### src/design/avt_pkg.sv
// avt_pkg: shared widths, codes and controller/datapath bundles for the
// affine vertex transform. No dependencies; imported by every module of the block.
`default_nettype none

package avt_pkg;

   localparam int FRAC_BITS = 16;                   // Q16.16
   localparam int DATA_W    = 32;                   // matrix entry and vector component
   localparam int VEC_W     = DATA_W + 1;           // vector after v - t
   localparam int PROD_W    = DATA_W + VEC_W;       // one product
   localparam int ACC_W     = PROD_W + 3;           // three products plus translation
   localparam int RND_W     = ACC_W - FRAC_BITS;    // rounded dot product
   localparam int NUM_W     = 64;                   // divider dividend
   localparam int QUO_W     = 32;                   // quotient bits developed
   localparam int CNT_W     = $clog2(QUO_W);
   localparam int REQ_DATA_W = 136;
   localparam int REQ_USER_W = 3;
   localparam int RSP_DATA_W = 96;
   localparam int RSP_USER_W = 2;

   typedef enum logic [2:0] {
      ACT_WRITE        = 3'd0,
      ACT_POINT        = 3'd1,
      ACT_ROTATE       = 3'd2,
      ACT_ROTATE_T     = 3'd3,
      ACT_INV_RIGID    = 3'd4,
      ACT_PROJECT      = 3'd5,
      ACT_PRETRANSLATE = 3'd6,
      ACT_UNUSED       = 3'd7
   } avt_action_type;

   typedef enum logic [1:0] {
      STS_OK    = 2'd0,
      STS_WZERO = 2'd1,
      STS_SAT   = 2'd2
   } avt_status_type;

   typedef enum logic [3:0] {
      OP_NONE,
      OP_LOAD,
      OP_SUBT,
      OP_MUL,
      OP_ACC,
      OP_ADDT,
      OP_ROUND,
      OP_WSAVE,
      OP_NSAVE,
      OP_DIVSET,
      OP_DIVSTEP,
      OP_DIVEND,
      OP_PUBLISH
   } avt_op_type;

   typedef enum logic [3:0] {
      S_IDLE,
      S_SUBT,
      S_MUL,
      S_ACC,
      S_ADDT,
      S_ROUND,
      S_DIVSET,
      S_DIV,
      S_DIVEND,
      S_DONE
   } avt_state_type;

   typedef struct packed {
      avt_op_type  op;
      logic [1:0]  comp;   // output row being built (3 = w row)
      logic [1:0]  term;   // column within the dot product
   } avt_cmd_type;

   typedef struct packed {
      logic rnd_zero;      // rounded accumulator is zero
      logic out_free;      // response register can take a beat
   } avt_sts_type;

endpackage

`default_nettype wire

### src/design/avt_ctrl.sv
// avt_ctrl: sequencer for the transform; issues one datapath command a cycle,
// holding in S_DONE while the response register is full. Depends on avt_pkg.
`default_nettype none

module avt_ctrl (
   input  wire                           clock,
   input  wire                           reset,
   input  wire                           req_tvalid,
   output logic                          req_tready,
   input  wire  [avt_pkg::REQ_USER_W-1:0] req_tuser,
   input  wire  avt_pkg::avt_sts_type    sts,
   output avt_pkg::avt_cmd_type          cmd
);
   import avt_pkg::*;

   avt_state_type  state_ff, state_in;
   avt_action_type action_ff, action_in;
   logic [1:0]       comp_ff, comp_in;
   logic [1:0]       term_ff, term_in;
   logic [CNT_W-1:0] cnt_ff, cnt_in;
   logic             affine;
   avt_action_type   req_action;

   assign req_action = avt_action_type'(req_tuser);
   assign affine = (action_ff == ACT_POINT) || (action_ff == ACT_PROJECT)
                || (action_ff == ACT_PRETRANSLATE);

   always_ff @(posedge clock) begin
      if (reset) begin
         state_ff  <= S_IDLE;
         action_ff <= ACT_UNUSED;
         comp_ff   <= '0;
         term_ff   <= '0;
         cnt_ff    <= '0;
      end else begin
         state_ff  <= state_in;
         action_ff <= action_in;
         comp_ff   <= comp_in;
         term_ff   <= term_in;
         cnt_ff    <= cnt_in;
      end
   end

   always_comb begin
      state_in   = state_ff;
      action_in  = action_ff;
      comp_in    = comp_ff;
      term_in    = term_ff;
      cnt_in     = cnt_ff;
      req_tready = 1'b0;
      cmd.op     = OP_NONE;
      cmd.comp   = comp_ff;
      cmd.term   = term_ff;
      case (state_ff)
         S_IDLE: begin
            req_tready = 1'b1;
            if (req_tvalid) begin
               cmd.op    = OP_LOAD;
               action_in = req_action;
               comp_in   = (req_action == ACT_PROJECT) ? 2'd3 : 2'd0;
               term_in   = '0;
               case (req_action)
                  ACT_WRITE, ACT_UNUSED: state_in = S_DONE;
                  ACT_INV_RIGID:         state_in = S_SUBT;
                  default:               state_in = S_MUL;
               endcase
            end
         end
         S_SUBT: begin
            cmd.op = OP_SUBT;
            if (term_ff == 2'd2) begin
               term_in  = '0;
               state_in = S_MUL;
            end else begin
               term_in = term_ff + 2'd1;
            end
         end
         S_MUL: begin
            cmd.op   = OP_MUL;
            state_in = S_ACC;
         end
         S_ACC: begin
            cmd.op = OP_ACC;
            if (term_ff == 2'd2) begin
               term_in  = '0;
               state_in = affine ? S_ADDT : S_ROUND;
            end else begin
               term_in  = term_ff + 2'd1;
               state_in = S_MUL;
            end
         end
         S_ADDT: begin
            cmd.op   = OP_ADDT;
            state_in = S_ROUND;
         end
         S_ROUND: begin
            if (action_ff == ACT_PROJECT) begin
               if (comp_ff == 2'd3) begin
                  cmd.op = OP_WSAVE;
                  if (sts.rnd_zero) begin
                     state_in = S_DONE;
                  end else begin
                     comp_in  = '0;
                     state_in = S_MUL;
                  end
               end else begin
                  cmd.op   = OP_NSAVE;
                  state_in = S_DIVSET;
               end
            end else begin
               cmd.op = OP_ROUND;
               if (comp_ff == 2'd2) begin
                  state_in = S_DONE;
               end else begin
                  comp_in  = comp_ff + 2'd1;
                  state_in = S_MUL;
               end
            end
         end
         S_DIVSET: begin
            cmd.op   = OP_DIVSET;
            cnt_in   = '0;
            state_in = S_DIV;
         end
         S_DIV: begin
            cmd.op = OP_DIVSTEP;
            cnt_in = cnt_ff + 1'b1;
            if (cnt_ff == CNT_W'(QUO_W - 1)) begin
               state_in = S_DIVEND;
            end
         end
         S_DIVEND: begin
            cmd.op = OP_DIVEND;
            if (comp_ff == 2'd2) begin
               state_in = S_DONE;
            end else begin
               comp_in  = comp_ff + 2'd1;
               state_in = S_MUL;
            end
         end
         S_DONE: begin
            if (sts.out_free) begin
               cmd.op   = OP_PUBLISH;
               state_in = S_IDLE;
            end
         end
         default: state_in = S_IDLE;
      endcase
   end

endmodule

`default_nettype wire

### config.mk
export PLATFORM = sky130hd
export DESIGN_NAME = avt_ctrl
export DESIGN_NICKNAME = d
export VERILOG_FILES = /design/src/design/avt_pkg.sv /design/src/design/avt_ctrl.sv
export SDC_FILE = /design/constraint.sdc
export NUM_CORES = 1
export LEC_CHECK = 0
export BUFFER_PORTS_ARGS = -buffer_cell sky130_fd_sc_hd__clkbuf_2
export CAP_MARGIN = 10
export CORE_MARGIN = 2
export CORE_UTILIZATION = 45
export CTS_CLUSTER_SIZE = 8
export DETAILED_ROUTE_END_ITERATION = 8
export GPL_TIMING_DRIVEN = 0
export PLACE_DENSITY_LB_ADDON = 0.3
export SYNTH_ARGS = -nofsm -noshare
export SYNTH_HDL_FRONTEND = slang
export SYNTH_SLANG_ARGS = --single-unit
### constraint.sdc
create_clock -name clock -period 4.9 [get_ports clock]
set_input_delay 1.225 -clock clock [delete_from_list [all_inputs] [get_ports clock]]
set_output_delay 1.225 -clock clock [all_outputs]
set_load 0.03 [all_outputs]
==> key figures, run 1 <==
Outcome
  – Outcome: completed

Clocking
  – Sink Count: 16
  – Post-CTS sizing: 0
  – CTS tree: done
  – Number of buffers created by CTS: 3
  – Post-CTS Hold Buffers: 0
  – Deepest clock path buffer count: 2
  – # Post-CTS Setup Buffers: 0
  – CTS root buffer: clkbuf_4
  – Worst-skew pair later-pin latency: 300 ps
  – Clk pin slew, worst setup/hold paths: 100 ps
  – H-tree depth: 1

Floorplan
  – Core Footprint: 2480 µm²
  – Starting Density: 47.6%
  – Die Span X: 55.2 µm
  – Number of placed I/O pins: 17
  – Die footprint: 3040 µm²
  – Die Ht: 55.2 µm
  – Standard-cell row count: 18

Detailed routing
  – Detailed-route DRC error count: 0
  – DRT Wirelength: 2.95 mm
  – Vias: 1215
  – First DRT Iteration DRCs: 20
  – Wire per inst: 14.7 µm
  – DR vias/cell: 6.08
  – DRT Pass-1 Iters: 4
  – Routed Antenna Nets: 0

Critical path
  – Max incr delay on CP: 260 ps
  – Slowest library cell on the worst path: mux2_2
  – CP max FO: 4
  – Cell family with most CP delay: buffers and inverters
  – Crit path buffers/inverters: 2
  – CP Capture Type: output pin
  – Worst Reg2Reg Path Length in Cells: 6
  – Worst R2R Start: state_ff[1]
  – Crit path top cell by count: clkbuf_2
  – R2R Path End: state_ff[1]
  – Reg2reg setup slack: 3050 ps
  – Setup Crit Path Kind: in -> out
  – CP arrival: 2210 ps
  – Worst path required time: 3670 ps
  – Critical-path cell list: clkbuf_2 -> and2_1 -> mux2_2 -> a32o_1 -> clkbuf_2
  – Type of origin of the critical path: input pin

Layout
  – Antenna diodes: 0
  – Final core occ: 53.6%
  – Final #Nets: 184
  – Fillers: 259
  – Share of cells above drive strength 1: 17.6%
  – Area Overhead vs Synth: 12.6%

STA
  – Final Max Tran Viols: 0
  – Least-Margin Pin Slew: 443 ps
  – Crit path time final: 3440 ps
  – Slew HR: 70.4%
  – RSZ-0062 raised after global routing: false
  – Tcrit/Tclk final: 70.2%
  – Max Freq: 0.291 GHz
  – Hold Fails Final Rpt: 0
  – Setup TNS: 0 ps
  – Clk_skew: 10.0 ps
  – Final setup margin: 1460 ps
  – Setup Viol. Count Final: 0

Logic synthesis
  – Post-Syn Area per Cell: 7.81 µm²
  – Most common cell in the netlist: dfxtp_1
  – Dominant cells by area after synthesis: dfxtp_1 (27%), ha_1 (5.3%), nor2_1 (4.5%), a21oi_1 (4.2%), nor3_1 (3.8%)
  – Cell Area, Synth: 1180 µm²
  – EDFF count, synth: 0
  – Adder-Cell Fraction of Synth Area: 5.31%
  – Largest family of logic cells by synthesized area: simple AND/OR/NAND/NOR gates
  – Post-synth top area cell: dfxtp_1
  – Top post-synthesis cells by count: dfxtp_1 (16), nor2_1 (14), nand2_1 (11), a21oi_1 (10), nor3_1 (9)
  – Synth Area in Compound Gates: 25.5%
  – Xor/xnor cell area share of the yosys netlist: 0.743%
  – Sequential cell area fraction in the yosys report: 27.2%
  – Mux cell area share after synthesis: 2.76%
  – Mapped Nets: 164
  – Post-Synth Simple-Gate Area: 32.2%
  – Share of the synthesized area in the top cell type: 27.2%
  – Distinct cell type count after synthesis: 46
  – Ys async rst share: 0%
  – Synthesized flop and latch total: 16
  – Top FF cell, synth: dfxtp_1
  – Ys Warns: 0
  – Syn Inst Count: 151

Global routing
  – First-pass GRT wire length: 4.83 mm
  – Largest net degree at the start of global routing: 11
  – Initial antenna violation count: 0
  – Number of global-route vias before repair: 1091
  – Total gr overflow: 0
  – Total global-route track usage: 22.0%

Flow run
  – Max Cap Viol: 0

Place
  – GPL Wtd Cong: 0.937
  – Detailed placer's ending HPWL: 2.19 mm
  – Port Buffers: 15
  – Pre-CTS setup slack: 1470 ps

Min path
  – Worst Hold Class: reg -> reg
  – Hold depth: 2
  – Hold_sp: cnt_ff[4]
  – WHS Endpoint: cnt_ff[4]

Power
  – Total power density per cell area: 418 nW/µm²
  – P_leak: 0.545 nW
  – Peak supply drop: 0.000237 V
-- layout make-up --
type | instances | area, µm² | share of cell area [%]
multi-input combinational | 119 | 783 | 59.0
buffer | 10 | 52.6 | 3.96
tap | 30 | 37.5 | 2.83
inverter | 6 | 22.5 | 1.70
timing repair buffer | 15 | 75.1 | 5.66
sequential | 16 | 320 | 24.1
clock buffer | 4 | 36.3 | 2.73
-- flip-flops by register name, summed over array words and instances (netlist names) --
register   count
term_ff        2
comp_ff        2
cnt_ff         5
state_ff       4
action_ff      3
-- worst max path at each step --
stage / startpoint / end / slack (ps) / cells after the start
floorplan: sts[0] / cmd[6] / 1700 / 3
global route: sts[0] / cmd[6] / 1410 / 5
global placement: sts[0] / cmd[6] / 1480 / 5
CTS: sts[0] / cmd[6] / 1470 / 5
finish: sts[0] / cmd[6] / 1460 / 5
detailed placement: sts[0] / cmd[6] / 1470 / 5
-- power by group --
part / switching [mW] / internal (mW)
logic: 0.183 / 0.111
clock network: 0.0479 / 0.0453
registers: 0.0186 / 0.150
-- layer usage --
metal  global-route usage (%)  share of wire, %  vias to the layer above
met4                     8.54               1.8                        0
met1                     29.3                48                      575
li1                         -                 -                      599
met5                        0                 0                        -
met2                     35.7                46                       34
met3                     2.96               4.2                        7
-- per-stage QoR --
stage | hold slack [ps] | instance area, µm² | power (mW) | std cells
floorplan | 436 | 1180 | 0.392 | 151
global placement | 446 | 1290 | 0.452 | 196
detailed placement | 453 | 1290 | 0.461 | 196
CTS | 468 | 1330 | 0.554 | 200
global route | 497 | 1330 | 0.592 | 200
finish | 470 | 1330 | 0.555 | 200
-- worst register-to-register path: stages, from the launching register on --
cell     delay [ps]
dfxtp_1         360
buf_2           210
nor3_1          300
mux2_2          390
nor3_1          220
o21ai_0         150
a21oi_1         160
-- kinds of logic after synthesis --
| family | Yosys count |
|---|---|
| compound gates | 42 |
| xor+xnor | 1 |
| fa+ha+maj | 5 |
| buf+inv | 16 |
| flops | 16 |
| mux | 3 |
| simple gates | 68 |
-- cells in the final DEF (no fill, tap or decap), types with 2 or more instances in the layout --
cell and instances:
inv_1 6, clkbuf_1 2, a211o_1 4, nand2_1 11
nor3_1 9, a21oi_1 10, nor2b_1 6, and2_1 2
o32ai_1 2, clkbuf_4 3, nand2b_1 3, o21ai_0 6
nor3b_1 2, buf_2 6, and3_1 4, nor2_1 14
or3_1 4, a31oi_1 3, o31ai_1 2, nand3b_1 2
ha_1 5, a221oi_1 3, dfxtp_1 16, nand3_1 4
a32o_1 2, mux2_2 2, clkbuf_2 15
(Power assumes the default switching activity.)
==> run 2, diff against run 1 <==
Settings changed: ABC_AREA set to 1.
Clock period 4.9 ns to 3.2 ns, I/O delays scaled along.
==> run 2 against run 1 <==
Against the previous run:
- cell area down 4.6%
- synthesized area down 5.6%
- first-iteration DRC count up 90%
- die area down 5.2%
- count of clock-buffer cells in the layout unchanged
- routed wire length down 7.8%
- largest cell class unchanged
==> key figures, run 2 <==
Outcome
  – Outcome: completed

Logic synthesis
  – Most common cell in the netlist: nand2_1
  – Top FF cell, synth: dfxtp_1
  – Syn Inst Count: 176 (+17%)
  – Post-synth top area cell: dfxtp_1
  – Synthesized flop and latch total: 16 (unchanged)
  – Top post-synthesis cells by count: nand2_1 (52), inv_1 (21), dfxtp_1 (16), nand3_1 (14), nor2_1 (13)
  – Ys async rst share: 0% (unchanged)
  – Ys Warns: 0 (unchanged)
  – Distinct cell type count after synthesis: 26 (-43%)
  – Post-Syn Area per Cell: 6.32 µm² (-19%)
  – EDFF count, synth: 0 (unchanged)
  – Cell Area, Synth: 1110 µm² (-5.6%)
  – Mapped Nets: 189 (+15%)
  – Share of the synthesized area in the top cell type: 28.8% (+1.6 points)
  – Sequential cell area fraction in the yosys report: 28.8% (+1.6 points)
  – Dominant cells by area after synthesis: dfxtp_1 (29%), nand2_1 (18%), inv_1 (7.1%), nand3_1 (6.3%), ha_1 (5.6%)

Place
  – Port Buffers: 16 (+1)
  – Placed Area: 1230 µm² (-4.7%)
  – GPL Wtd Cong: 0.877 (-6.4%)
  – Detailed placer's ending HPWL: 2.17 mm (-1.0%)

Layout
  – Fillers: 238 (-8.1%)
  – Share of cells above drive strength 1: 20.9% (+3.3 points)
  – Largest regs: cnt_ff x5, state_ff x4, action_ff x3
  – Max reg flops: 5 (unchanged)
  – Final #Nets: 210 (+14%)
  – Area Overhead vs Synth: 13.8%
  – Area of the multi-input gates: 691 µm² (-12%)
  – Design Area, Final: 1270 µm² (-4.6%)
  – Reg with most FFs: cnt_ff
  – Most frequent cells in the layout: nand2_1 (52), inv_1 (21), dfxtp_1 (16), clkbuf_2 (16), nand3_1 (14)
  – Antenna diodes: 0 (unchanged)
  – Commonest non-fill, non-tap cell in the layout: nand2_1
  – Register area: 320 µm² (unchanged)

Floorplan
  – Standard-cell row count: 18 (unchanged)
  – Starting Density: 46.2% (-1.4 points)
  – Die Span X: 53.7 µm (-2.6%)
  – Core Footprint: 2410 µm² (-2.7%)
  – Die Ht: 53.7 µm (-2.6%)
  – Die footprint: 2890 µm² (-5.2%)
  – Number of placed I/O pins: 17 (unchanged)

Power
  – P_leak: 0.628 nW (+15%)
  – Peak supply drop: 0.000468 V (+98%)
  – Reg power frac: 29.2% (-1.1 points)
  – Clock Power Share: 13.9% (-2.9 points)
  – Total power density per cell area: 789 nW/µm² (+89%)
  – Switching Fraction: 51.4% (+6.5 points)
  – P_int: 0.485 mW (+59%)
  – P_sw: 0.514 mW (+110%)
  – Comb power frac: 56.9% (+4.0 points)

Detailed routing
  – DRT Pass-1 Iters: 4 (unchanged)
  – Routed Antenna Nets: 0 (unchanged)
  – First DRT Iteration DRCs: 38 (+90%)
  – DRT Wirelength: 2.71 mm (-7.8%)
  – Vias: 1192 (-1.9%)
  – Detailed-route DRC error count: 0 (unchanged)
  – DR vias/cell: 5.27 (-13%)
  – Wire per inst: 12.0 µm (-18%)

STA
  – Tcrit/Tclk final: 78.6%
  – Slew HR: 68.9% (-1.5 points)
  – RSZ-0062 raised after global routing: false
  – Crit path time final: 2520 ps
  – Max Freq: 0.397 GHz
  – Least-Margin Pin Slew: 467 ps (+24.0 ps)
  – Hold Fails Final Rpt: 0 (unchanged)
  – Setup Viol. Count Final: 0 (unchanged)
  – Setup TNS: 0 ps (unchanged)
  – Clk_skew: 7.71 ps (-2.32 ps)
  – Final Max Tran Viols: 0 (unchanged)

Clocking
  – # Post-CTS Setup Buffers: 0 (unchanged)
  – Deepest clock path buffer count: 2 (unchanged)
  – Post-CTS sizing: 0 (unchanged)
  – Worst-skew pair later-pin latency: 300 ps (about the same)
  – CTS tree: done
  – Clk pin slew, worst setup/hold paths: 100 ps (about the same)
  – Sink Count: 16 (unchanged)
  – Post-CTS Hold Buffers: 0 (unchanged)
  – H-tree depth: 1 (unchanged)
  – Number of buffers created by CTS: 3 (unchanged)
  – CTS root buffer: clkbuf_4

Global routing
  – First-pass GRT wire length: 4.26 mm (-12%)
  – Initial antenna violation count: 0 (unchanged)
  – Total gr overflow: 0 (unchanged)
  – Total global-route track usage: 20.6% (-1.4 points)
  – Number of global-route vias before repair: 970 (-11%)
  – Largest net degree at the start of global routing: 11 (unchanged)

Min path
  – Worst Hold Class: reg -> reg

Flow run
  – Max Cap Viol: 0 (unchanged)

Critical path
  – CP max FO: 6 (+2)
  – CP arrival: 1720 ps (-490 ps)
  – Worst path required time: 2400 ps (-1270 ps)
  – CP Capture Type: output pin
  – Type of origin of the critical path: flip-flop
  – Setup Crit Path Kind: reg -> out
## run 2: changes by cell type after synthesis, sizes merged, moves of 6 or more
cell	previous run	this run
nand2	11	55
inv	6	25
nand3	4	14
buf	8	0
nor2	15	23
nor3	9	2
nor2b	6	0
## run 2: metrics by stage
step / instances / hold WS (ps) / power (mW) / worst slack (ps) / util, %
after floorplan: 176 / 450 / 0.722 / 1090 / -
after global placement: 222 / 457 / 0.842 / 1030 / 51.0
after detailed placement: 222 / 468 / 0.863 / 1040 / 51.0
after CTS: 226 / 484 / 1.00 / 693 / 52.5
after global routing: 226 / 499 / 1.09 / 552 / 52.5
final: 226 / 488 / 0.999 / 684 / 52.5
## run 2: routing by layer
layer / global-route usage, % / up-vias / routed length, µm
met5: 0 / - / 0
met4: 7.69 / 0 / 27
met3: 3.33 / 4 / 151
met2: 31.7 / 35 / 1250
met1: 28.7 / 540 / 1280
li1: - / 613 / -
## run 2: final cells by class
cell class | count | area share (%)
Buffer | 1 | 0.296
Clock buffer | 4 | 2.87
Inverter | 26 | 7.71
Multi-Input combinational cell | 133 | 54.5
Sequential cell | 16 | 25.3
Tap cell | 30 | 2.96
Timing Repair Buffer | 16 | 6.32
## run 2: cell families after synthesis
kind of cell / Yosys count / share of synthesized area, %
fa+ha+maj: 5 / 5.62
compound gates: 25 / 13.8
flops: 16 / 28.8
buf+inv: 27 / 9.11
simple gates: 103 / 42.6
## run 2: critical path, cell delays in order (launching register included)
cell	delay, ps
dfxtp_1	380
nor2_2	250
nand2_1	110
inv_1	160
nand2_1	180
nand3_1	130
clkbuf_2	210
## run 2: path summary, 6_finish.rpt
| kind | start | endpoint | slack [ps] | depth (start not counted) |
|---|---|---|---|---|
| max reg2reg | cnt_ff[0] | state_ff[1] | 1670 | 9 |
| min reg2reg | cnt_ff[4] | cnt_ff[4] | 490 | 2 |
| min | cnt_ff[4] | cnt_ff[4] | 490 | 2 |
| max | state_ff[2] | cmd[4] | 680 | 6 |
## run 2: power groups by stage
stage / Combinational [mW] / Sequential [mW] / Clock (mW)
6_report: 0.568 / 0.291 / 0.139
5_1_grt: 0.635 / 0.300 / 0.154
4_1_cts: 0.569 / 0.291 / 0.144
3_5_place_dp: 0.567 / 0.296 / 0
3_3_place_gp: 0.552 / 0.290 / 0
2_1_floorplan: 0.409 / 0.313 / 0
